===== src/rtl/core/inpt_pkg.sv =====
// Package for the identifier/number/punctuation tokenizer.
// Token kinds, result and byte-class types, saturation and keyword helpers.
// No dependencies.
`timescale 1ns / 1ps

package inpt_pkg;

  localparam int unsigned MAX_TEXT_BYTES = 65536;
  localparam int unsigned POS_W = 16;
  localparam int unsigned LIMIT = (MAX_TEXT_BYTES - 1 < 65535) ? MAX_TEXT_BYTES - 1 : 65535;
  localparam logic [POS_W-1:0] LIMIT_W = POS_W'(LIMIT);

  localparam logic [3:0] KIND_IDENT  = 4'd0;
  localparam logic [3:0] KIND_DEF    = 4'd1;
  localparam logic [3:0] KIND_EXTERN = 4'd2;
  localparam logic [3:0] KIND_NUMBER = 4'd3;
  localparam logic [3:0] KIND_LPAREN = 4'd4;
  localparam logic [3:0] KIND_RPAREN = 4'd5;
  localparam logic [3:0] KIND_PLUS   = 4'd6;
  localparam logic [3:0] KIND_MINUS  = 4'd7;
  localparam logic [3:0] KIND_STAR   = 4'd8;
  localparam logic [3:0] KIND_COMMA  = 4'd9;
  localparam logic [3:0] KIND_DOT    = 4'd10;
  localparam logic [3:0] KIND_EOF    = 4'd11;
  localparam logic [3:0] KIND_ERROR  = 4'd12;

  localparam logic [2:0] DEF_LEN    = 3'd3;
  localparam logic [2:0] EXTERN_LEN = 3'd6;

  typedef struct packed {
    logic [3:0]       kind;
    logic [POS_W-1:0] start;
    logic [POS_W-1:0] length;
    logic [7:0]       bad;
    logic             last;
  } res_t;

  typedef struct packed {
    logic       is_letter;
    logic       is_digit;
    logic       is_space;
    logic       is_punct;
    logic [3:0] punct_kind;
  } cls_t;

  function automatic logic [POS_W-1:0] sat_inc(input logic [POS_W-1:0] v);
    return (v < LIMIT_W) ? v + POS_W'(1) : LIMIT_W;
  endfunction

  function automatic logic [7:0] kw_def_char(input logic [1:0] i);
    logic [7:0] c;
    case (i)
      2'd0:    c = "d";
      2'd1:    c = "e";
      default: c = "f";
    endcase
    return c;
  endfunction

  function automatic logic [7:0] kw_extern_char(input logic [2:0] i);
    logic [7:0] c;
    case (i)
      3'd0:    c = "e";
      3'd1:    c = "x";
      3'd2:    c = "t";
      3'd3:    c = "e";
      3'd4:    c = "r";
      default: c = "n";
    endcase
    return c;
  endfunction

endpackage


===== src/rtl/core/inpt_classify.sv =====
// Byte classifier: letter, digit, whitespace and punctuation decode.
// Depends on inpt_pkg.
`timescale 1ns / 1ps

module inpt_classify (
  input  logic [7:0]    char_byte,
  output inpt_pkg::cls_t cls
);
  import inpt_pkg::*;

  always_comb begin
    cls = '0;
    cls.is_letter = (char_byte >= "A" && char_byte <= "Z") ||
                    (char_byte >= "a" && char_byte <= "z");
    cls.is_digit  = (char_byte >= "0" && char_byte <= "9");
    cls.is_space  = (char_byte == 8'd32) || (char_byte >= 8'd9 && char_byte <= 8'd13);
    cls.is_punct  = 1'b1;
    unique case (char_byte)
      "(":     cls.punct_kind = KIND_LPAREN;
      ")":     cls.punct_kind = KIND_RPAREN;
      "+":     cls.punct_kind = KIND_PLUS;
      "-":     cls.punct_kind = KIND_MINUS;
      "*":     cls.punct_kind = KIND_STAR;
      ",":     cls.punct_kind = KIND_COMMA;
      ".":     cls.punct_kind = KIND_DOT;
      default: begin
        cls.is_punct   = 1'b0;
        cls.punct_kind = KIND_IDENT;
      end
    endcase
  end

endmodule


===== src/rtl/core/inpt_scan.sv =====
// Scanner state and token generation: up to two results per transfer.
// Depends on inpt_pkg; takes byte classes from inpt_classify.
`timescale 1ns / 1ps

module inpt_scan (
  input  logic                       clk,
  input  logic                       rst_n,
  input  logic                       accept,
  input  logic [7:0]                 char_byte,
  input  logic                       end_of_text,
  input  inpt_pkg::cls_t             cls,
  output inpt_pkg::res_t             res0,
  output inpt_pkg::res_t             res1,
  output logic [1:0]                 res_cnt
);
  import inpt_pkg::*;

  localparam logic [1:0] MODE_IDLE   = 2'd0;
  localparam logic [1:0] MODE_IDENT  = 2'd1;
  localparam logic [1:0] MODE_NUMBER = 2'd2;
  localparam logic [1:0] MODE_HALT   = 2'd3;

  logic [1:0]       mode_r, mode_nxt;
  logic [POS_W-1:0] pos_r, pos_nxt;
  logic [POS_W-1:0] run_start_r, run_start_nxt;
  logic [POS_W-1:0] run_len_r, run_len_nxt;
  logic             def_r, def_nxt;
  logic             ext_r, ext_nxt;

  res_t flush_res, tok_res;
  logic flush_v, tok_v;

  always_comb begin
    flush_v = (mode_r == MODE_IDENT) || (mode_r == MODE_NUMBER);
    flush_res        = '0;
    flush_res.start  = run_start_r;
    flush_res.length = run_len_r;
    if (mode_r == MODE_NUMBER) begin
      flush_res.kind = KIND_NUMBER;
    end else if (def_r && run_len_r == POS_W'(DEF_LEN)) begin
      flush_res.kind = KIND_DEF;
    end else if (ext_r && run_len_r == POS_W'(EXTERN_LEN)) begin
      flush_res.kind = KIND_EXTERN;
    end else begin
      flush_res.kind = KIND_IDENT;
    end
  end

  always_comb begin
    mode_nxt      = mode_r;
    pos_nxt       = pos_r;
    run_start_nxt = run_start_r;
    run_len_nxt   = run_len_r;
    def_nxt       = def_r;
    ext_nxt       = ext_r;
    tok_v         = 1'b0;
    tok_res       = '0;
    res0          = '0;
    res1          = '0;
    res_cnt       = 2'd0;

    if (end_of_text) begin
      tok_res.kind  = KIND_EOF;
      tok_res.start = pos_r;
      tok_res.last  = 1'b1;
      if (flush_v) begin
        res0    = flush_res;
        res1    = tok_res;
        res_cnt = 2'd2;
      end else begin
        res0    = tok_res;
        res_cnt = 2'd1;
      end
      mode_nxt      = MODE_IDLE;
      pos_nxt       = '0;
      run_start_nxt = '0;
      run_len_nxt   = '0;
      def_nxt       = 1'b0;
      ext_nxt       = 1'b0;
    end else if (mode_r != MODE_HALT) begin
      pos_nxt = sat_inc(pos_r);
      if (mode_r == MODE_IDENT && (cls.is_letter || cls.is_digit)) begin
        def_nxt = def_r && (run_len_r < POS_W'(DEF_LEN)) &&
                  (kw_def_char(run_len_r[1:0]) == char_byte);
        ext_nxt = ext_r && (run_len_r < POS_W'(EXTERN_LEN)) &&
                  (kw_extern_char(run_len_r[2:0]) == char_byte);
        run_len_nxt = sat_inc(run_len_r);
      end else if (mode_r == MODE_NUMBER && cls.is_digit) begin
        run_len_nxt = sat_inc(run_len_r);
      end else begin
        mode_nxt = MODE_IDLE;
        tok_res.start  = pos_r;
        tok_res.length = POS_W'(1);
        if (cls.is_space) begin
          tok_v = 1'b0;
        end else if (cls.is_letter) begin
          mode_nxt      = MODE_IDENT;
          run_start_nxt = pos_r;
          run_len_nxt   = POS_W'(1);
          def_nxt       = (char_byte == kw_def_char(2'd0));
          ext_nxt       = (char_byte == kw_extern_char(3'd0));
        end else if (cls.is_digit) begin
          mode_nxt      = MODE_NUMBER;
          run_start_nxt = pos_r;
          run_len_nxt   = POS_W'(1);
        end else if (cls.is_punct) begin
          tok_v        = 1'b1;
          tok_res.kind = cls.punct_kind;
        end else begin
          tok_v        = 1'b1;
          tok_res.kind = KIND_ERROR;
          tok_res.bad  = char_byte;
          mode_nxt     = MODE_HALT;
        end
        tok_res.last = 1'b1;
        if (flush_v) begin
          res0      = flush_res;
          res0.last = !tok_v;
          if (tok_v) begin
            res1    = tok_res;
            res_cnt = 2'd2;
          end else begin
            res_cnt = 2'd1;
          end
        end else if (tok_v) begin
          res0    = tok_res;
          res_cnt = 2'd1;
        end
      end
    end else begin
      // halted after an error: only the position moves
      pos_nxt = sat_inc(pos_r);
    end
  end

  always_ff @(posedge clk) begin
    if (!rst_n) begin
      mode_r      <= MODE_IDLE;
      pos_r       <= '0;
      run_start_r <= '0;
      run_len_r   <= '0;
      def_r       <= 1'b0;
      ext_r       <= 1'b0;
    end else if (accept) begin
      mode_r      <= mode_nxt;
      pos_r       <= pos_nxt;
      run_start_r <= run_start_nxt;
      run_len_r   <= run_len_nxt;
      def_r       <= def_nxt;
      ext_r       <= ext_nxt;
    end
  end

  // an error transfer always halts the scanner
  a_err_halts: assert property (@(posedge clk) disable iff (!rst_n)
    (accept && res_cnt != 2'd0 && !end_of_text &&
     (res0.kind == KIND_ERROR || (res_cnt == 2'd2 && res1.kind == KIND_ERROR)))
    |=> (mode_r == MODE_HALT))
    else $error("error result without halt");

  // end of text always re-arms the scanner at offset zero
  a_eot_rearm: assert property (@(posedge clk) disable iff (!rst_n)
    (accept && end_of_text) |=> (mode_r == MODE_IDLE && pos_r == '0))
    else $error("end of text did not re-arm");

  // only end of text takes the scanner out of halt
  a_halt_holds: assert property (@(posedge clk) disable iff (!rst_n)
    (mode_r == MODE_HALT && !(accept && end_of_text)) |=> (mode_r == MODE_HALT))
    else $error("scanner left halt before end of text");

endmodule


===== src/rtl/core/inpt_outq.sv =====
// Three-entry result queue between the scanner and the output channel.
// Takes up to two results per cycle while can_push shows room; depends on inpt_pkg.
`timescale 1ns / 1ps

module inpt_outq (
  input  logic            clk,
  input  logic            rst_n,
  input  logic            push,
  input  logic [1:0]      push_cnt,
  input  inpt_pkg::res_t  push0,
  input  inpt_pkg::res_t  push1,
  output logic            can_push,
  output logic            out_valid,
  input  logic            out_ready,
  output inpt_pkg::res_t  head
);
  import inpt_pkg::*;

  localparam int unsigned DEPTH = 3;

  res_t       q_r [DEPTH];
  res_t       q_nxt [DEPTH];
  logic [1:0] count_r, count_nxt;
  logic       pop;
  logic [1:0] base;
  logic [1:0] add;

  assign pop       = out_valid && out_ready;
  assign out_valid = (count_r != 2'd0);
  assign head      = q_r[0];
  // room for two more results after this cycle's transfer out
  assign can_push  = (count_r <= 2'd1) || (count_r == 2'd2 && pop);
  assign base      = count_r - {1'b0, pop};
  assign add       = push ? push_cnt : 2'd0;
  assign count_nxt = base + add;

  always_comb begin
    for (int i = 0; i < DEPTH; i++) begin
      if (pop && i < DEPTH - 1) begin
        q_nxt[i] = q_r[i+1];
      end else begin
        q_nxt[i] = q_r[i];
      end
      if (add != 2'd0 && 2'(i) == base) begin
        q_nxt[i] = push0;
      end
      if (add == 2'd2 && 2'(i) == base + 2'd1) begin
        q_nxt[i] = push1;
      end
    end
  end

  always_ff @(posedge clk) begin
    for (int i = 0; i < DEPTH; i++) begin
      q_r[i] <= q_nxt[i];
    end
  end

  always_ff @(posedge clk) begin
    if (!rst_n) begin
      count_r <= 2'd0;
    end else begin
      count_r <= count_nxt;
    end
  end

  a_no_overflow: assert property (@(posedge clk) disable iff (!rst_n)
    push |-> ({1'b0, base} + {1'b0, add} <= 3'(DEPTH)))
    else $error("result queue overflow");

  a_push_room: assert property (@(posedge clk) disable iff (!rst_n)
    push |-> can_push)
    else $error("push without room");

  a_count_step: assert property (@(posedge clk) disable iff (!rst_n)
    (!push && !pop) |=> $stable(count_r))
    else $error("queue count moved while idle");

endmodule


===== src/rtl/core/ident_number_punct_tokenizer_top.sv =====
// Identifier / number / punctuation tokenizer, one text byte per transfer.
// Results are registered in the result queue before they show on out_valid.
// Throughput: one byte per cycle while the three-entry result queue has room
// for two more results; input stalls otherwise, which a byte with two results
// (flush plus token) can bring about while the output drains. Synchronous
// active-low reset: scanner idle at offset zero, result queue empty.
`timescale 1ns / 1ps

module ident_number_punct_tokenizer_top (
  input  logic        clk,
  input  logic        rst_n,
  input  logic        in_valid,
  output logic        in_ready,
  input  logic [7:0]  in_char_byte,
  input  logic        in_end_of_text,
  output logic        out_valid,
  input  logic        out_ready,
  output logic [3:0]  out_token_kind,
  output logic [15:0] out_token_start,
  output logic [15:0] out_token_length,
  output logic [7:0]  out_bad_byte,
  output logic        out_last_of_run
);
  import inpt_pkg::*;

  cls_t       cls;
  res_t       res0, res1, head;
  logic [1:0] res_cnt;
  logic       accept;

  assign accept = in_valid && in_ready;

  inpt_classify u_classify (
    .char_byte (in_char_byte),
    .cls       (cls)
  );

  inpt_scan u_scan (
    .clk         (clk),
    .rst_n       (rst_n),
    .accept      (accept),
    .char_byte   (in_char_byte),
    .end_of_text (in_end_of_text),
    .cls         (cls),
    .res0        (res0),
    .res1        (res1),
    .res_cnt     (res_cnt)
  );

  inpt_outq u_outq (
    .clk       (clk),
    .rst_n     (rst_n),
    .push      (accept),
    .push_cnt  (res_cnt),
    .push0     (res0),
    .push1     (res1),
    .can_push  (in_ready),
    .out_valid (out_valid),
    .out_ready (out_ready),
    .head      (head)
  );

  assign out_token_kind   = head.kind;
  assign out_token_start  = head.start;
  assign out_token_length = head.length;
  assign out_bad_byte     = head.bad;
  assign out_last_of_run  = head.last;

endmodule


===== config.mk =====
export PLATFORM = sky130hd
export DESIGN_NAME = ident_number_punct_tokenizer_top
export DESIGN_NICKNAME = d
export VERILOG_FILES = /design/src/rtl/core/inpt_pkg.sv /design/src/rtl/core/inpt_classify.sv /design/src/rtl/core/inpt_scan.sv /design/src/rtl/core/inpt_outq.sv /design/src/rtl/core/ident_number_punct_tokenizer_top.sv
export SDC_FILE = /design/constraint.sdc
export NUM_CORES = 1
export LEC_CHECK = 0
export BUFFER_PORTS_ARGS = -buffer_cell sky130_fd_sc_hd__buf_2
export CORE_ASPECT_RATIO = 0.75
export CORE_MARGIN = 1.5
export CORE_UTILIZATION = 32
export CTS_CLUSTER_SIZE = 8
export DETAILED_ROUTE_END_ITERATION = 8
export PLACE_DENSITY = 0.46
export SLEW_MARGIN = 0
export SYNTH_ARGS = -nofsm -noshare
export SYNTH_HDL_FRONTEND = slang
export SYNTH_HIERARCHICAL = 1
export SYNTH_SLANG_ARGS = --single-unit

===== constraint.sdc =====
create_clock -name clk -period 16.55 [get_ports clk]
set_input_delay 1.655 -clock clk [delete_from_list [all_inputs] [get_ports clk]]
set_output_delay 1.655 -clock clk [all_outputs]
set_load 0.01 [all_outputs]

==> results of run 1 <==
## how the worst max path moves through the flow
stage               startpoint                           end  slack (ns)  cells past startpoint
2_1_floorplan  in_char_byte[1]  u_outq/q_r[0][100]$_DFFE_PP_        9.99                     13
3_3_place_gp   in_char_byte[1]   u_outq/q_r[0][64]$_DFFE_PP_       10.23                     12
3_5_place_dp   in_char_byte[1]   u_outq/q_r[0][63]$_DFFE_PP_       10.18                     12
4_1_cts        in_char_byte[1]   u_outq/q_r[0][69]$_DFFE_PP_       10.65                     12
5_1_grt        in_char_byte[1]   u_outq/q_r[0][74]$_DFFE_PP_       10.37                     12
6_report       in_char_byte[1]   u_outq/q_r[0][67]$_DFFE_PP_       10.61                     12
## cell type report
cell class	count	share of cell area, %
diodes	2	0.0388
clock buffers	18	3.33
clock inverters	14	0.990
inverters	68	1.98
multi-input cells	853	45.4
flip-flops and latches	189	39.9
well taps	504	4.89
repair buffers	78	3.50
## critical path, stage by stage
cell,delay [ns]
buf_2,0.21
a21oi_2,0.21
nor2_1,0.08
a211oi_2,0.72
nor3_1,0.27
ha_1,0.35
nand3_1,0.08
o21ai_1,0.35
nand3b_4,0.73
or3_2,0.67
nand3_2,0.09
buf_4,0.56
## logic make-up after synthesis
group                    count (synthesis)  synth area share, %
flip-flops                             189                 42.1
AND/OR/NAND/NOR                        423                 20.5
buffers and inverters                  253                 11.0
adder cells (fa/ha/maj)                 14                 1.42
multiplexers                            62                 5.55
other                                    1               0.0307
XOR/XNOR                                10                0.953
AO/OA/AOI/OAI                          329                 18.5
## power by group through the flow
| stage | registers [uW] | clock network (uW) | logic [uW] |
|---|---|---|---|
| detailed placement | 722 | 0 | 735 |
| floorplan | 719 | 0 | 573 |
| CTS | 712 | 416 | 735 |
| finish | 709 | 405 | 737 |
| global placement | 720 | 0 | 734 |
| global route | 721 | 434 | 798 |
## registers in the layout (all words and copies together) (netlist names)
signal	cells
u_scan/def_r	1
u_outq/count_r	2
u_scan/mode_r	2
u_scan/run_start_r	16
u_scan/ext_r	1
u_outq/q_r	135
u_scan/pos_r	16
u_scan/run_len_r	16
## layer usage
metal  vias up  part of all wire, %  track usage [%]  routed length (um)
met2       338                   40             25.7               14900
met4         0                 0.82             4.26                 301
met1      4840                   51             29.3               18700
li1       4643                    -                -                   -
met5         -                    0                0                   0
met3        24                  8.2             4.91                3020
## cell usage after synthesis, drive strengths merged (5+ instances only)
| cell type | instances |
|---|---|
| nor2 | 49 |
| a31o | 5 |
| buf | 114 |
| dfxtp | 54 |
| o2bb2ai | 8 |
| nand3 | 19 |
| xnor2 | 5 |
| a21o | 6 |
| inv | 67 |
| o21ai | 76 |
| mux2 | 45 |
| nand2b | 9 |
| ha | 13 |
| o31ai | 47 |
| or3 | 51 |
| a21oi | 32 |
| nor4 | 57 |
| o211ai | 7 |
| a211oi | 5 |
| nand2 | 34 |
| nor2b | 6 |
| a22o | 18 |
| mux2i | 17 |
| and3 | 9 |
| edfxtp | 135 |
| clkbuf | 71 |
| a31oi | 98 |
| nor3 | 67 |
| nand4 | 57 |
| and2 | 47 |
## metrics by stage
stage	power, uW	hold WS [ns]	setup WS (ns)	area [um2]
detailed placement	1460	0.466	10.18	12300
finish	1850	0.484	10.61	12900
global placement	1450	0.461	10.23	12300
floorplan	1290	0.448	9.99	12300
CTS	1860	0.485	10.65	12900
global route	1950	0.504	10.37	12900
==> run_results.csv, run 1 <==
group,metric,value,unit
synthesis,synth-edff-count,135,
synthesis,synth.avg_cell_area,9.53,um2
routing,drt_first_pass_iters,7,
synthesis,ys_warn_count,6,
power,pwr-share-clk,21.9,%
placement,gp_congestion,0.865,
layout,nNetsFinal,1233,
clock_network,holdBufCountCts,0,
layout,post-route-util,34.5,%
routing,viasPerCell,5.70,
critical_path,required,16.63,ns
synthesis,yosysTopAreaCell,"edfxtp_1",
floorplan,pin_count,60,
clock_network,clock_latency,0.46,ns
outcome,status,"finished, final reports clean",
layout,areaGrowthSynthToFinish,5.56,%
routing,ant_nets,0,
sta,fin_tns_setup,0,ns
sta,clock_skew,0.0194,ns
synthesis,synth_async_sr_flop_share,0,%
synthesis,synth_top_area_share,33.2,%
synthesis,syn_area,12200,um2
global_routing,grtUsageTotal,19.0,%
clock_network,cts_buffers,17,
global_routing,grt_antenna_before_repair,2,
min_path,hold_end,"u_scan/run_start_r[14]$_SDFFE_PN0P_",
layout,multi_input_area,5850,um2
floorplan,die_x,229,um
critical_path,cp-start-kind,"primary input",
layout,stdcell_count,1726,
floorplan,core-area,37300,um2
placement,dp_hpwl,22.9,mm
routing,drt_wl_total,36.9,mm
power,p_int,1060,uW
synthesis,ys_types,91,
global_routing,overflow,0,
clock_network,clock-sinks,189,
floorplan,die_h,172,um
clock_network,cts-root-buf,"clkbuf_16",
synthesis,ys_seq_elements,189,
sta,fin_crit_sh,35.9,%
clock_network,postCtsSetupBuffers,0,
synthesis,ys.flop_type,"edfxtp_1",
global_routing,grt_pass1_wl,57.1,mm
critical_path,critPathCaptureType,"register",
layout,final.fill_count,3824,
routing,wire_per_inst,21.4,um
critical_path,r2r_slack,11.86,ns
synthesis,synth.area.top_cells,"edfxtp_1 33%, dfxtp_1 8.9%, a31oi_1 4.5%, buf_4 4.3%, mux2_2 3.9%",
floorplan,num_rows,61,
critical_path,crit_fanout,46,
clock_network,clk_pin_slew,0.08,ns
critical_path,reg2regPathDepth,11,
job,max_cap_violations,0,
synthesis,yosysSeqAreaShare,42.1,%
power,ir_worst_vdd,151,uV
critical_path,cp_data_arrival_time,6.03,ns
critical_path,r2r_start,"u_scan/mode_r[0]$_SDFFE_PN0P_",
sta,relSlewSlack,23.0,%
sta,finalSetupViolCount,0,
clock_network,cts_resized,0,
synthesis,netlist_instances,1281,
global_routing,grt_start_max_net_pins,185,
power,comb_power_share,39.8,%
routing,drtIter0Drc,1106,
routing,post-route-drc-count,0,
layout,most-common-layout-cells,"135 x edfxtp_1, 88 x a31oi_1, 71 x o21ai_0",
routing,vias,9845,
power,power_density,144,nW/um2
min_path,hold_depth,1,
global_routing,grt_pass1_vias,9030,
clock_network,cts_buffer_depth,2,
layout,final_common_cell,"edfxtp_1",
critical_path,r2r-end,"u_outq/q_r[0][67]$_DFFE_PP_",
sta,max_freq,168,MHz
power,p_sw,792,uW
clock_network,cts_tree,"yes",
sta,finalWorstPathRequiredPeriod,5.94,ns
floorplan,start_util,32.7,%
sta,slew_violations,0,
min_path,hold_path.class,"reg2reg",
power,swShare,42.8,%
layout,drive_above_1_share,17.8,%
layout,ff_latch_area,5130,um2
power,leakage,0.00422,uW
min_path,hold_start,"u_scan/run_start_r[14]$_SDFFE_PN0P_",
placement,dp_cells,1692,
floorplan,dieArea,39300,um2
critical_path,critPathKind,"in2reg",
clock_network,cts_max_level,4,
power,seqPwrFrac,38.3,%
sta,rsz0062_at_grt,"no",
sta,hold_viol_final,0,
placement,port_buffers,59,
sta,worst_pin_slew,1.13,ns
(Power assumes the default switching activity.)
==> inputs of run 2 (changes only) <==
clock period = 6.1 ns   (was 16.55 ns; I/O delays follow)
==> run 2 against run 1 <==
Routed wire length up 0.53%. Setup slack got worse by 9.0 ns. Count of clock-buffer cells in the layout unchanged. Highest routed layer unchanged.
==> run_results.csv, run 2 (synthesis gave the netlist of run 1 again) <==
group,metric,value,unit
sta,clock_skew,0.0107,ns
routing,post-route-drc-count,0,
critical_path,critPathCaptureType,"register",
critical_path,r2r_start,"u_scan/mode_r[0]$_SDFFE_PN0P_",
sta,slew_violations,0,
routing,vias,9769,
floorplan,core-area,37300,um2
sta,relSlewSlack,28.2,%
power,p_sw,2160,uW
critical_path,critPathKind,"in2reg",
clock_network,cts_buffer_depth,2,
critical_path,crit_fanout,28,
routing,drt_first_pass_iters,5,
layout,final_common_cell,"edfxtp_1",
clock_network,cts_tree,"yes",
routing,viasPerCell,5.65,
power,ir_worst_vdd,456,uV
power,swShare,42.7,%
clock_network,holdBufCountCts,0,
clock_network,clk_pin_slew,0.07,ns
clock_network,cts_resized,0,
power,leakage,0.00425,uW
clock_network,cts_buffers,17,
layout,areaGrowthSynthToFinish,6.02,%
critical_path,worstSetupStartpoint,"in_char_byte[1]",
routing,wire_per_inst,21.5,um
clock_network,clock-sinks,189,
placement,dp_cells,1695,
routing,ant_nets,0,
routing,drtIter0Drc,1236,
power,power_density,392,nW/um2
sta,fin_tns_setup,0,ns
floorplan,dieArea,39300,um2
sta,finalSetupViolCount,0,
layout,regMostFlops,"u_outq/q_r",
sta,rsz0062_at_grt,"no",
sta,max_freq,220,MHz
critical_path,required,6.30,ns
floorplan,start_util,32.7,%
sta,finalWorstPathRequiredPeriod,4.54,ns
global_routing,grt_antenna_before_repair,0,
layout,most-common-layout-cells,"135 x edfxtp_1, 88 x a31oi_1, 71 x o21ai_0",
sta,worst_pin_slew,1.07,ns
floorplan,die_h,172,um
layout,drive_above_1_share,18.1,%
placement,gp_congestion,0.808,
global_routing,grtUsageTotal,18.9,%
global_routing,grt_pass1_wl,57.0,mm
critical_path,cp_data_arrival_time,4.74,ns
min_path,hold_start,"u_scan/run_start_r[2]$_SDFFE_PN0P_",
power,p_int,2910,uW
min_path,hold_path.class,"reg2reg",
clock_network,postCtsSetupBuffers,0,
floorplan,pin_count,60,
routing,drt_wl_total,37.1,mm
global_routing,grt_pass1_vias,8847,
layout,nNetsFinal,1236,
clock_network,cts-root-buf,"clkbuf_16",
outcome,status,"finished, final reports clean",
critical_path,cp-start-kind,"primary input",
layout,stdcell_count,1728,
layout,largest_reg_flops,135,
placement,dp_hpwl,23.2,mm
global_routing,overflow,0,
clock_network,cts_max_level,4,
sta,hold_viol_final,0,
power,seqPwrFrac,38.2,%
power,pwr-share-clk,21.9,%
clock_network,clock_latency,0.45,ns
floorplan,die_x,229,um
power,comb_power_share,39.9,%
job,max_cap_violations,0,
sta,fin_crit_sh,74.4,%
global_routing,grt_start_max_net_pins,185,
placement,port_buffers,59,
floorplan,num_rows,61,
run 2: path summary, 6_finish.rpt:
check,endpoint,cells after the start,slack (ns)
hold reg to reg,u_scan/run_start_r[2]$_SDFFE_PN0P_,1,0.48
hold / removal,u_scan/run_start_r[2]$_SDFFE_PN0P_,1,0.48
setup / recovery,u_outq/q_r[0][30]$_DFFE_PP_,12,1.56
setup reg to reg,u_outq/q_r[0][30]$_DFFE_PP_,11,1.77
run 2: power by group through the flow:
| stage | sequential (uW) | combinational [uW] | clock, uW |
|---|---|---|---|
| after floorplan | 1950 | 1550 | 0 |
| after global placement | 1970 | 2000 | 0 |
| after detailed placement | 1970 | 2010 | 0 |
| after CTS | 1940 | 2010 | 1140 |
| after global routing | 1970 | 2180 | 1190 |
| final | 1940 | 2020 | 1110 |
run 2: layout make-up:
cell class,count,area [um2]
sequential,189,5130
antenna,1,2.50
timing repair buffer,81,498
multi-input combinational,853,5850
tap,504,631
clock buffer,18,439
clock inverter,14,129
inverter,68,255
fill,3761,24400
run 2: layer usage:
| metal | routed length [um] | share of wire [%] | GRT usage, % |
|---|---|---|---|
| met4 | 204 | 0.55 | 3.28 |
| met5 | 0 | 0 | 0 |
| met2 | 14800 | 40 | 25.5 |
| met3 | 2720 | 7.3 | 4.60 |
| met1 | 19400 | 52 | 29.8 |
run 2: per-stage QoR:
step	cell area (um2)	total power (uW)	hold WS (ns)	utilization, %	setup WS, ns
final	12900	5070	0.481	34.7	1.56
after global routing	12900	5330	0.495	34.7	1.24
after CTS	12900	5100	0.485	34.7	1.50
after detailed placement	12400	3990	0.463	33.1	1.02
after global placement	12400	3970	0.462	33.1	1.11
after floorplan	12300	3510	0.448	-	0.588
run 2: worst max-delay path, stage by stage:
cell and delay (ns):
buf_2 0.21, a21oi_2 0.21, nor2_1 0.08, a211oi_2 0.69
a21oi_4 0.16, o21a_1 0.34, and3_1 0.28, a21o_1 0.35
o211ai_4 0.65, or2_2 0.23, nand3_2 0.50, buf_12 0.40
